File: src/hdl/obstacle_avoid_motor_drive_assert.svh
// assertion macros for the obstacle avoid motor drive
// used by the top level; no other dependencies
`ifndef OBSTACLE_AVOID_MOTOR_DRIVE_ASSERT_SVH
`define OBSTACLE_AVOID_MOTOR_DRIVE_ASSERT_SVH

`ifndef SYNTHESIS

`define OAMD_ASSERT_IMPLY(label, clk, rst, ante, cons, msg) \
   label: assert property (@(posedge clk) disable iff (rst) (ante) |-> (cons)) \
      else $error(msg);

`define OAMD_ASSERT_NEXT(label, clk, rst, ante, cons, msg) \
   label: assert property (@(posedge clk) disable iff (rst) (ante) |=> (cons)) \
      else $error(msg);

`else

`define OAMD_ASSERT_IMPLY(label, clk, rst, ante, cons, msg)

`define OAMD_ASSERT_NEXT(label, clk, rst, ante, cons, msg)

`endif

`endif

File: src/hdl/oamd_pkg.sv
// shared types, constants and helpers for the obstacle avoid motor drive
// no dependencies
`default_nettype none

package oamd_pkg;

   localparam int unsigned DIST_W  = 10;
   localparam int unsigned SPEED_W = 7;
   localparam int unsigned TRIG_W  = 9;

   localparam logic [TRIG_W-1:0] TRIG_RESET = 9'd25;

   localparam logic signed [DIST_W-1:0] WALL_DIST = 10'sd35;
   localparam logic signed [DIST_W-1:0] MAP_LO    = 10'sd10;
   localparam logic signed [DIST_W-1:0] OPEN_NEAR = 10'sd40;
   localparam logic signed [DIST_W-1:0] OPEN_FAR  = 10'sd80;

   typedef struct packed {
      logic signed [SPEED_W-1:0] left;
      logic signed [SPEED_W-1:0] right;
   } speed_pair_type;

   // floor(n / 5) for n below 256, by reciprocal multiply
   function automatic logic [5:0] div5(input logic [7:0] n);
      logic [15:0] prod;
      prod = 16'(n) * 16'd205;
      return prod[15:10];
   endfunction

   // offset into the linear map span, clamped at the low end
   function automatic logic [4:0] map_offset(input logic signed [DIST_W-1:0] x);
      logic signed [DIST_W-1:0] t;
      t = x - MAP_LO;
      if (x < MAP_LO) begin
         return 5'd0;
      end
      return t[4:0];
   endfunction

endpackage

`default_nettype wire

File: src/hdl/oamd_speed.sv
// wheel speed table for avoid mode, selected by the wall code
// depends on oamd_pkg
`default_nettype none

module oamd_speed
   import oamd_pkg::*;
(
   input  wire logic signed [DIST_W-1:0] front,
   input  wire logic signed [DIST_W-1:0] left,
   input  wire logic signed [DIST_W-1:0] right,
   output speed_pair_type                speed
);

   localparam logic [2:0] WALL_NONE = 3'd0;
   localparam logic [2:0] WALL_F    = 3'd1;
   localparam logic [2:0] WALL_R    = 3'd2;
   localparam logic [2:0] WALL_RF   = 3'd3;
   localparam logic [2:0] WALL_L    = 3'd4;
   localparam logic [2:0] WALL_LF   = 3'd5;
   localparam logic [2:0] WALL_LR   = 3'd6;
   localparam logic [2:0] WALL_ALL  = 3'd7;

   logic [2:0]                 code;
   logic signed [DIST_W-1:0]   min_lf;
   logic signed [DIST_W-1:0]   min_rf;
   logic [4:0]                 d_lf;
   logic [4:0]                 d_l;
   logic [4:0]                 d_rf;
   logic [4:0]                 d_r;
   logic [4:0]                 d_f;
   logic signed [SPEED_W-1:0]  q_lf;
   logic signed [SPEED_W-1:0]  q_l;
   logic signed [SPEED_W-1:0]  q_rf;
   logic signed [SPEED_W-1:0]  q_r;
   logic signed [SPEED_W-1:0]  q_f;

   assign code = {left <= WALL_DIST, right <= WALL_DIST, front <= WALL_DIST};

   assign min_lf = (left < front) ? left : front;
   assign min_rf = (right < front) ? right : front;

   assign d_lf = map_offset(min_lf);
   assign d_l  = map_offset(left);
   assign d_rf = map_offset(min_rf);
   assign d_r  = map_offset(right);
   assign d_f  = map_offset(front);

   // slopes of -20/25, -10/25 and -40/25, truncated toward zero
   assign q_lf = {1'b0, div5({1'b0, d_lf, 2'b00})};
   assign q_l  = {1'b0, div5({1'b0, d_l, 2'b00})};
   assign q_rf = {1'b0, div5({2'b00, d_rf, 1'b0})};
   assign q_r  = {1'b0, div5({1'b0, d_r, 2'b00})};
   assign q_f  = {1'b0, div5({d_f, 3'b000})};

   always_comb begin
      speed.left  = 7'sd20;
      speed.right = 7'sd20;
      unique case (code)
         WALL_ALL: begin
            speed.left  = 7'sd30;
            speed.right = -7'sd20;
         end
         WALL_LR: begin
            speed.left  = 7'sd0;
            speed.right = 7'sd0;
         end
         WALL_LF: begin
            speed.left  = 7'sd35 - q_lf;
            speed.right = q_lf - 7'sd35;
         end
         WALL_L: begin
            speed.left = 7'sd45 - q_l;
         end
         WALL_RF: begin
            speed.right = 7'sd35 - q_rf;
         end
         WALL_R: begin
            speed.right = 7'sd45 - q_r;
         end
         WALL_F: begin
            speed.left = 7'sd45 - q_f;
         end
         WALL_NONE: begin
            if (left >= OPEN_NEAR) begin
               speed.right = (left < OPEN_FAR) ? 7'sd45 : 7'sd25;
            end
         end
         default: begin
            speed.left  = 7'sd20;
            speed.right = 7'sd20;
         end
      endcase
   end

endmodule

`default_nettype wire

File: src/hdl/obstacle_avoid_motor_drive.sv
// obstacle avoid motor drive top level: input register, mode logic, result register
// depends on oamd_pkg, oamd_speed and obstacle_avoid_motor_drive_assert.svh
//
// Each item is registered on entry, evaluated against the search/avoid mode and the
// trigger distance, and lands in the result register, giving exactly one result per
// item. An item is accepted every cycle while results are taken; the result is valid
// once the item has passed the input and result registers. The mode flag updates as
// an item moves into the result register, so back-to-back items see the mode left by
// the item before them. The trigger distance is written through the csr port, which
// is always ready.
`default_nettype none

module obstacle_avoid_motor_drive
   import oamd_pkg::*;
(
   input  wire logic                       clock,
   input  wire logic                       reset,

   input  wire logic                       csr_valid,
   output logic                            csr_ready,
   input  wire logic [TRIG_W-1:0]          csr_trigger_distance,

   input  wire logic                       req_valid,
   output logic                            req_ready,
   input  wire logic                       req_tick,
   input  wire logic signed [DIST_W-1:0]   req_front_distance,
   input  wire logic signed [DIST_W-1:0]   req_left_distance,
   input  wire logic signed [DIST_W-1:0]   req_right_distance,

   output logic                            rsp_valid,
   input  wire logic                       rsp_ready,
   output logic                            rsp_drive_valid,
   output logic signed [SPEED_W-1:0]       rsp_left_speed,
   output logic signed [SPEED_W-1:0]       rsp_right_speed,
   output logic                            rsp_reading_error,
   output logic                            rsp_avoiding
);

`include "obstacle_avoid_motor_drive_assert.svh"

   logic [TRIG_W-1:0]         trig_ff;
   logic                      mode_ff;
   logic                      mode_in;

   logic                      s1_valid_ff;
   logic                      s1_tick_ff;
   logic signed [DIST_W-1:0]  s1_front_ff;
   logic signed [DIST_W-1:0]  s1_left_ff;
   logic signed [DIST_W-1:0]  s1_right_ff;

   logic                      s2_valid_ff;
   logic                      drive_ff;
   logic                      drive_in;
   logic signed [SPEED_W-1:0] lspeed_ff;
   logic signed [SPEED_W-1:0] rspeed_ff;
   logic                      err_ff;
   logic                      err_in;
   logic                      avoid_ff;

   logic                      advance;
   logic                      take_req;
   logic signed [DIST_W-1:0]  trig_s;
   logic                      hit;
   logic                      negative;
   speed_pair_type            speed;

   assign csr_ready = 1'b1;

   assign advance   = s1_valid_ff && (!s2_valid_ff || rsp_ready);
   assign req_ready = !s1_valid_ff || advance;
   assign take_req  = req_valid && req_ready;

   assign trig_s   = {1'b0, trig_ff};
   assign hit      = (s1_front_ff <= trig_s) || (s1_left_ff <= trig_s)
                     || (s1_right_ff <= trig_s);
   assign negative = s1_front_ff[DIST_W-1] || s1_left_ff[DIST_W-1]
                     || s1_right_ff[DIST_W-1];

   oamd_speed u_speed (
      .front (s1_front_ff),
      .left  (s1_left_ff),
      .right (s1_right_ff),
      .speed (speed)
   );

   always_comb begin
      mode_in  = mode_ff;
      drive_in = 1'b0;
      err_in   = 1'b0;
      if (s1_tick_ff) begin
         if (!mode_ff) begin
            mode_in = hit;
         end else if (negative) begin
            err_in = 1'b1;
         end else begin
            drive_in = 1'b1;
         end
      end
   end

   always_ff @(posedge clock) begin
      if (reset) begin
         trig_ff     <= TRIG_RESET;
         mode_ff     <= 1'b0;
         s1_valid_ff <= 1'b0;
         s2_valid_ff <= 1'b0;
      end else begin
         if (csr_valid && csr_ready) begin
            trig_ff <= csr_trigger_distance;
         end
         if (req_ready) begin
            s1_valid_ff <= req_valid;
         end
         if (advance) begin
            mode_ff     <= mode_in;
            s2_valid_ff <= 1'b1;
         end else if (rsp_ready) begin
            s2_valid_ff <= 1'b0;
         end
      end
   end

   always_ff @(posedge clock) begin
      if (take_req) begin
         s1_tick_ff  <= req_tick;
         s1_front_ff <= req_front_distance;
         s1_left_ff  <= req_left_distance;
         s1_right_ff <= req_right_distance;
      end
      if (advance) begin
         drive_ff  <= drive_in;
         err_ff    <= err_in;
         avoid_ff  <= mode_in;
         lspeed_ff <= drive_in ? speed.left : '0;
         rspeed_ff <= drive_in ? speed.right : '0;
      end
   end

   assign rsp_valid         = s2_valid_ff;
   assign rsp_drive_valid   = drive_ff;
   assign rsp_left_speed    = lspeed_ff;
   assign rsp_right_speed   = rspeed_ff;
   assign rsp_reading_error = err_ff;
   assign rsp_avoiding      = avoid_ff;

   `OAMD_ASSERT_IMPLY(a_drive_in_avoid, clock, reset, rsp_valid && rsp_drive_valid, rsp_avoiding, "drive issued outside avoid mode")
   `OAMD_ASSERT_IMPLY(a_error_no_drive, clock, reset, rsp_valid && rsp_reading_error, !rsp_drive_valid && rsp_avoiding, "reading error with drive or in search mode")
   `OAMD_ASSERT_IMPLY(a_idle_speeds_zero, clock, reset, rsp_valid && !rsp_drive_valid, rsp_left_speed == 7'sd0 && rsp_right_speed == 7'sd0, "nonzero speed without drive")
   `OAMD_ASSERT_NEXT(a_mode_sticky, clock, reset, mode_ff, mode_ff, "avoid mode dropped")

endmodule

`default_nettype wire

File: config.mk
export PLATFORM = sky130hd
export DESIGN_NAME = obstacle_avoid_motor_drive
export DESIGN_NICKNAME = d
export VERILOG_FILES = /design/src/hdl/oamd_pkg.sv /design/src/hdl/oamd_speed.sv /design/src/hdl/obstacle_avoid_motor_drive.sv
export VERILOG_INCLUDE_DIRS = /design/src /design/src/hdl
export SDC_FILE = /design/constraint.sdc
export NUM_CORES = 1
export LEC_CHECK = 0
export BUFFER_PORTS_ARGS = -buffer_cell sky130_fd_sc_hd__buf_2
export CORE_ASPECT_RATIO = 0.9
export CORE_MARGIN = 2
export CORE_UTILIZATION = 50
export CTS_CLUSTER_DIAMETER = 60
export CTS_CLUSTER_SIZE = 30
export DETAILED_ROUTE_END_ITERATION = 8
export GPL_ROUTABILITY_DRIVEN = 0
export GPL_TIMING_DRIVEN = 0
export PLACE_DENSITY = 0.71
export SYNTH_ARGS = -nofsm -noshare
export SYNTH_HDL_FRONTEND = slang
export SYNTH_SLANG_ARGS = --single-unit
export TNS_END_PERCENT = 20
File: constraint.sdc
create_clock -name clock -period 6 [get_ports clock]
set_input_delay 0.3 -clock clock [delete_from_list [all_inputs] [get_ports clock]]
set_output_delay 0.3 -clock clock [all_outputs]
set_load 0.03 [all_outputs]
==> results of run 1 <==
-- cells in the mapped netlist, types with 9 or more instances --
master      n
clkbuf_1    9
a21oi_1    38
nor3_1     25
edfxtp_1   48
nand2_1    46
dfxtp_1    12
a211oi_1    9
fa_1       10
nand3_1    14
o21ai_0    24
a21o_1     13
nand2b_1   13
nor2_1     56
or3_1       9
xnor2_1    24
ha_1      165
nand4_1     9
mux2i_1    13
xor2_1     30
o21a_1     22
inv_1      80
nor2b_1     9
-- worst max-delay path, delay by kind of cell, from the launching register on --
kind            cells  cell delay, ps
compound gates     10            1970
fa+ha+maj           5            1370
simple gates        5            1240
buf+inv            10            1100
flops               1             430
xor+xnor            2             290
-- stage by stage --
step	cell area [µm²]	hold WS, ps
finish	8900	125
global route	8900	113
CTS	8620	116
detailed placement	8020	478
global placement	8010	476
floorplan	7460	399
-- state kept, by name, indices dropped and copies added, names as in the netlist --
signal             flops
mode_ff                1
rsp_avoiding           1
rsp_drive_valid        1
rsp_left_speed         7
rsp_reading_error      1
rsp_right_speed        7
rsp_valid              1
s1_front_ff           10
s1_left_ff            10
s1_right_ff           10
s1_tick_ff             1
s1_valid_ff            1
trig_ff                9
-- cells by family (layout without fill, tap and decap cells) --
| family | count (synthesis) | after routing | share of synthesized area |
|---|---|---|---|
| other | 1 | 1 | 0.000510 |
| xor gates and xnor gates | 58 | 58 | 0.0732 |
| buffers and inverters | 91 | 205 | 0.0470 |
| DFF | 60 | 60 | 0.229 |
| adders and majority gates | 177 | 177 | 0.311 |
| and+or+nand+nor | 209 | 209 | 0.143 |
| AOI/OAI and AO/OA | 179 | 179 | 0.174 |
| muxes | 16 | 16 | 0.0228 |
-- cells in the final DEF, fill, tap and decap left out, types with 29 or more instances in the layout --
cell type and instances:
a21oi_1 35, buf_2 62, buf_4 35, edfxtp_1 48
ha_1 150, inv_1 71, nand2_1 45, nor2_1 52
xor2_1 29
-- final timing paths --
kind | cells past startpoint | start | slack (ps) | end
worst max-delay path | 32 | s1_front_ff[7] | -650 | rsp_right_speed[4]
worst min-delay path | 1 | req_front_distance[2] | 120 | s1_front_ff[2]
worst max register to register | 32 | s1_front_ff[7] | -650 | rsp_right_speed[4]
worst min register to register | 2 | trig_ff[8] | 500 | trig_ff[8]
-- area by class of cell --
| class | count | area (µm²) |
|---|---|---|
| multi-input combinational | 640 | 5700 |
| clock inverter | 7 | 76.3 |
| timing repair buffer | 99 | 599 |
| tap | 198 | 248 |
| fill | 1231 | 5660 |
| sequential | 60 | 1680 |
| clock buffer | 9 | 225 |
| buffer | 9 | 58.8 |
| inverter | 81 | 304 |
-- routing by layer --
| metal | vias up | share of wire |
|---|---|---|
| met5 | - | 0 |
| met4 | 0 | 0.021 |
| met3 | 35 | 0.067 |
| met2 | 199 | 0.45 |
| met1 | 2876 | 0.46 |
| li1 | 3106 | - |
-- timing repair --
action,in CTS,in global routing
pin swaps,19,23
gates resized for setup,27,34
setup endpoints to repair,12,12
buffers inserted,22,16
-- power groups by stage --
stage / registers (W) / clock network [W] / logic, W
after floorplan: 0.000503 / 0 / 0.000739
after global placement: 0.000505 / 0 / 0.000934
after detailed placement: 0.000505 / 0 / 0.000952
after CTS: 0.000496 / 0.000525 / 0.00105
after global routing: 0.000498 / 0.000546 / 0.00129
final: 0.000497 / 0.000517 / 0.00116
==> run_results.csv, run 1 <==
group,metric,value,unit
power_and_ir_drop,power_frac_seq,0.229,
worst_setup_path,cp-start-kind,"flip-flop",
sta,setup_violations,12,
power_and_ir_drop,sw_frac_of_total,0.384,
placement,hpwl,14100,µm
power_and_ir_drop,switchingPower,0.000833,W
global_route,antenna_found_initial,0,
die,die-area,15700,µm²
die,ioPinCount,65,
sta,slew_viol_final,0,
yosys,ys.flop_type,"edfxtp_1",
power_and_ir_drop,p_leak,4.31,nW
global_route,grt_use_met1,0.319,
clock_tree,clk_latency,350,ps
clock_tree,clockBufferDepth,2,
yosys,postSynthCellCount,791,
cells_and_area,area.growth.synth_to_final,21.1,%
clock_tree,clock-root-buffer,"clkbuf_16",
worst_setup_path,required,6080,ps
clock_tree,path_clk_slew,50,ps
die,start_util,0.505,
die,die_h,119,µm
sta,hold_viol,0,
routing,via_per_inst,5.64,
clock_tree,cts_inserted_buffers,9,
global_route,gr-max-usage-layer,"met2",
power_and_ir_drop,power.total,0.00217,W
clock_tree,cts_sinks,60,
worst_setup_path,crit_slowest_cell,"fa_1",
die,die_x,132,µm
flow_run,maxCapViolCount,0,
worst_setup_path,cpPeakStageDelay,540,ps
yosys,synth.cell_area,7350,µm²
cells_and_area,n_antenna_cell,0,
worst_setup_path,path_class,"reg -> reg",
routing,routed_wl,17900,µm
global_route,overflow,0,
global_route,use_met3,0.0430,
clock_tree,htree_levels,3,
placement,pre_cts_slack,-1160,ps
sta,period_needed,6650,ps
routing,dr.pass1.iters,5,
worst_setup_path,critPathMostFrequentCell,"buf_4",
run_status,violations,"setup timing",
sta,finClkSkew,6.94,ps
global_route,grt_pass1_vias,6128,
yosys,yosys.area.top_type,"ha_1",
power_and_ir_drop,p_clk_frac,0.238,
yosys,avgSynthCellArea,9.29,µm²
routing,post-route-drc-count,0,
hold_path,hold_path_class,"in -> reg",
power_and_ir_drop,power.density,244,nW/µm²
die,rows,42,
sta,period_share,1.11,
yosys,synth-async-reset-ratio,0,
sta,worst_slack,-645,ps
cells_and_area,drive_gt1_frac,0.230,
yosys,ys_ff_latch,60,
clock_tree,tritoncts,"yes",
global_route,use_met2,0.388,
worst_setup_path,crit_arrival,6720,ps
sta,worstMarginPinSlew,945,ps
sta,max_clock_freq,150,MHz
worst_setup_path,cp_max_fo,5,
sta,tns,-4610,ps
routing,ant_nets,0,
global_route,grt_pass1_wl,29800,µm
clock_tree,holdBufCountCts,0,
power_and_ir_drop,irDropWorstVdd,166,µV
cells_and_area,instances_no_fill,1103,
cells_and_area,fin_util,0.611,
yosys,yosysWarnings,0,
yosys,synth-edff-count,48,
sta,relSlewSlack,0.370,
yosys,syn-num-nets,1011,
worst_setup_path,worst_setup_path_end_kind,"flip-flop",
die,core-area,14600,µm²
cells_and_area,fin_nets,1120,
yosys,synthTopCellsByArea,"ha_1, edfxtp_1, inv_1",
yosys,synth_cell_types,75,
yosys,synth.top_cell.area_share,0.281,
global_route,grt_start_max_net_pins,32,
global_route,track_usage,0.238,
sta,rsz0062_at_grt,"yes",
routing,wire_per_inst,16.3,µm
yosys,yosysSeqAreaShare,0.229,
run_status,outcome,"complete, but fails checks",
routing,num_vias,6216,
power_and_ir_drop,comb_power_share,0.533,
placement,dp.cells,1051,
placement,numPortBuffers,62,
routing,drtIter0Drc,480,
power_and_ir_drop,internal-power,0.00134,W
Note: power is estimated with default switching activity, not from simulation.
==> run 2, diff against run 1 <==
Settings changed: ABC_AREA from default to 1, CORE_ASPECT_RATIO 0.9 to default.
==> run 2 against run 1 <==
The flow now finishes without violations. Count of clock-buffer cells in the layout is 3 higher. Critical path depth is 4 lower. Maximum frequency is 16% higher. Die area is 0.75% lower. Utilization is 3.2 points lower. Combinational power is 9% lower. Clock power is 4.1% lower. Cell area is 6.4% lower. Register-to-register slack better by 900 ps. Sequential power hardly changed. Setup slack better by 900 ps. Wire length is 6.6% lower. Largest power group unchanged.
==> run_results.csv, run 2 <==
group,metric,value,unit
run_status,outcome,"finished, final reports clean",
global_route,antenna_found_initial,0,
global_route,grt_pass1_wl,28400,µm
yosys,yosysWarnings,0,
yosys,syn-num-nets,1176,
power_and_ir_drop,switchingPower,0.000860,W
sta,hold_viol,0,
placement,numPortBuffers,63,
die,rows,44,
sta,slew_viol_final,0,
routing,post-route-drc-count,0,
placement,pre_cts_slack,-201,ps
clock_tree,path_clk_slew,60,ps
yosys,synth.cell_area,7290,µm²
sta,worstMarginPinSlew,1140,ps
yosys,synth_cell_types,50,
worst_setup_path,crit_slowest_cell,"edfxtp_1",
power_and_ir_drop,internal-power,0.00118,W
clock_tree,clk_latency,340,ps
die,core-area,14400,µm²
worst_setup_path,required,6060,ps
clock_tree,holdBufCountCts,0,
sta,finClkSkew,8.59,ps
clock_tree,htree_levels,3,
yosys,postSynthCellCount,956,
sta,rsz0062_at_grt,"yes",
routing,routed_wl,16800,µm
sta,relSlewSlack,0.242,
yosys,synth.most_common_cell,"nand2_1",
yosys,yosysSeqAreaShare,0.231,
yosys,ys.flop_type,"edfxtp_1",
yosys,synth.top_cell.area_share,0.283,
power_and_ir_drop,power_frac_seq,0.244,
routing,drtIter0Drc,401,
clock_tree,clockBufferDepth,2,
power_and_ir_drop,power.density,245,nW/µm²
sta,setup_violations,0,
die,die_h,125,µm
placement,hpwl,13700,µm
power_and_ir_drop,sw_frac_of_total,0.421,
yosys,ys_top_cells_by_count,"nand2_1, ha_1, inv_1",
routing,wire_per_inst,13.6,µm
global_route,grt_start_max_net_pins,32,
worst_setup_path,cpPeakStageDelay,490,ps
power_and_ir_drop,comb_power_share,0.513,
yosys,synth-async-reset-ratio,0,
power_and_ir_drop,power.total,0.00204,W
cells_and_area,final_common_cell,"nand2_1",
cells_and_area,fin_nets,1263,
cells_and_area,final_cell_mix,"nand2_1, ha_1, inv_1, nor2_1, buf_2",
die,die-area,15600,µm²
clock_tree,tritoncts,"yes",
sta,tns,0,ps
cells_and_area,n_antenna_cell,0,
flow_run,maxCapViolCount,0,
worst_setup_path,critical-path-top-delay-family,"compound AO/OA/AOI/OAI gates",
yosys,ys_ff_latch,60,
routing,ant_nets,0,
die,start_util,0.508,
clock_tree,cts_sinks,60,
sta,period_needed,5740,ps
die,die_x,125,µm
worst_setup_path,cp-start-kind,"flip-flop",
hold_path,hold_path_class,"in -> reg",
worst_setup_path,crit_buf_inv,3,
clock_tree,cts_inserted_buffers,9,
worst_setup_path,worst_setup_path_end_kind,"flip-flop",
worst_setup_path,crit_arrival,5810,ps
cells_and_area,drive_gt1_frac,0.150,
worst_setup_path,cp_max_fo,10,
yosys,avgSynthCellArea,7.63,µm²
power_and_ir_drop,p_leak,4.40,nW
routing,dr.pass1.iters,5,
cells_and_area,fill_cells,1348,
sta,max_clock_freq,174,MHz
power_and_ir_drop,p_clk_frac,0.243,
yosys,yosys.area.top_type,"ha_1",
die,ioPinCount,65,
placement,dpl_cell_area,7860,µm²
yosys,synthTopCellsByArea,"ha_1, edfxtp_1, nand2_1",
global_route,overflow,0,
routing,num_vias,6518,
power_and_ir_drop,irDropWorstVdd,200,µV
worst_setup_path,critPathMostFrequentCell,"ha_1",
sta,period_share,0.957,
worst_setup_path,path_class,"reg -> reg",
yosys,synth-edff-count,48,
cells_and_area,area.growth.synth_to_final,14.2,%
routing,via_per_inst,5.29,
sta,worst_slack,257,ps
global_route,grt_pass1_vias,6294,
clock_tree,clock-root-buffer,"clkbuf_16",
global_route,track_usage,0.224,
cells_and_area,stdcell_area,8330,µm²
cells_and_area,reg.largest.list,"s1_front_ff (10), s1_left_ff (10), s1_right_ff (10)",
## run 2: changes by cell type after synthesis, sizes merged, moves of 15 or more
cell and change:
nand2 +149, inv +80, nand3 +45, nor2 +31, a21oi +26, xnor2 -24, o21a -16, xor2 -15
## run 2: kinds of logic (layout without fill, tap and decap cells)
| kind of cell | count (synthesis) | after routing | share of synthesized area |
|---|---|---|---|
| AO/OA/AOI/OAI | 147 | 147 | 0.116 |
| adder cells (fa/ha/maj) | 175 | 175 | 0.311 |
| buffers and inverters | 165 | 257 | 0.0861 |
| AND/OR/NAND/NOR | 389 | 389 | 0.234 |
| flip-flops | 60 | 60 | 0.231 |
| XOR/XNOR | 19 | 19 | 0.0228 |
| other | 1 | 1 | 0.000514 |
## run 2: repair_timing
| action | CTS | global route |
|---|---|---|
| gates resized for setup | 7 | 19 |
| endpoints found under the setup margin | 3 | 6 |
| setup buffers | 0 | 12 |
| pin swaps | 0 | 3 |
## run 2: per-stage QoR
step                hold WS [ps]   util  cells
floorplan                    369      -    956
global placement             460  0.546   1203
detailed placement           478  0.547   1204
CTS                          117  0.568   1220
global route                 118  0.580   1232
finish                       129  0.580   1232
## run 2: worst register-to-register path, delay by kind of cell (launching register included)
family | cells | cell delay (ps)
AND/OR/NAND/NOR | 9 | 1340
AO/OA/AOI/OAI | 9 | 1560
buffers and inverters | 3 | 350
flip-flops | 1 | 490
XOR/XNOR | 1 | 190
adder cells (fa/ha/maj) | 6 | 1550
## run 2: final cells by class
class,count,area [µm²],share of cell area
plain buffers,5,30.0,0.00361
clock buffers,12,258,0.0310
clock inverters,4,30.0,0.00361
inverters,160,603,0.0724
multi-input cells,731,5070,0.609
flip-flops and latches,60,1680,0.202
well taps,184,230,0.0276
repair buffers,76,420,0.0505
## run 2: power by group through the flow
stage	registers [W]	clock network, W	logic (W)
2_1_floorplan	0.000507	0	0.000754
5_1_grt	0.000499	0.000525	0.00122
3_5_place_dp	0.000505	0	0.000987
6_report	0.000497	0.000496	0.00105
4_1_cts	0.000497	0.000508	0.00100
3_3_place_gp	0.000505	0	0.000962
## run 2: metal layers
| layer | wire length (µm) | track usage | up-vias |
|---|---|---|---|
| li1 | - | - | 3398 |
| met2 | 7620 | 0.373 | 165 |
| met4 | 543 | 0.0853 | 0 |
| met1 | 7790 | 0.289 | 2914 |
| met3 | 820 | 0.0404 | 41 |
| met5 | 0 | 0 | - |
## run 2: final timing paths
check | start | end | slack, ps | cells after the start
worst max-delay path | s1_front_ff[9] | rsp_right_speed[3] | 260 | 28
worst max register to register | s1_front_ff[9] | rsp_right_speed[3] | 260 | 28
worst min register to register | s1_valid_ff | rsp_valid | 510 | 2
worst min-delay path | req_front_distance[2] | s1_front_ff[2] | 130 | 1
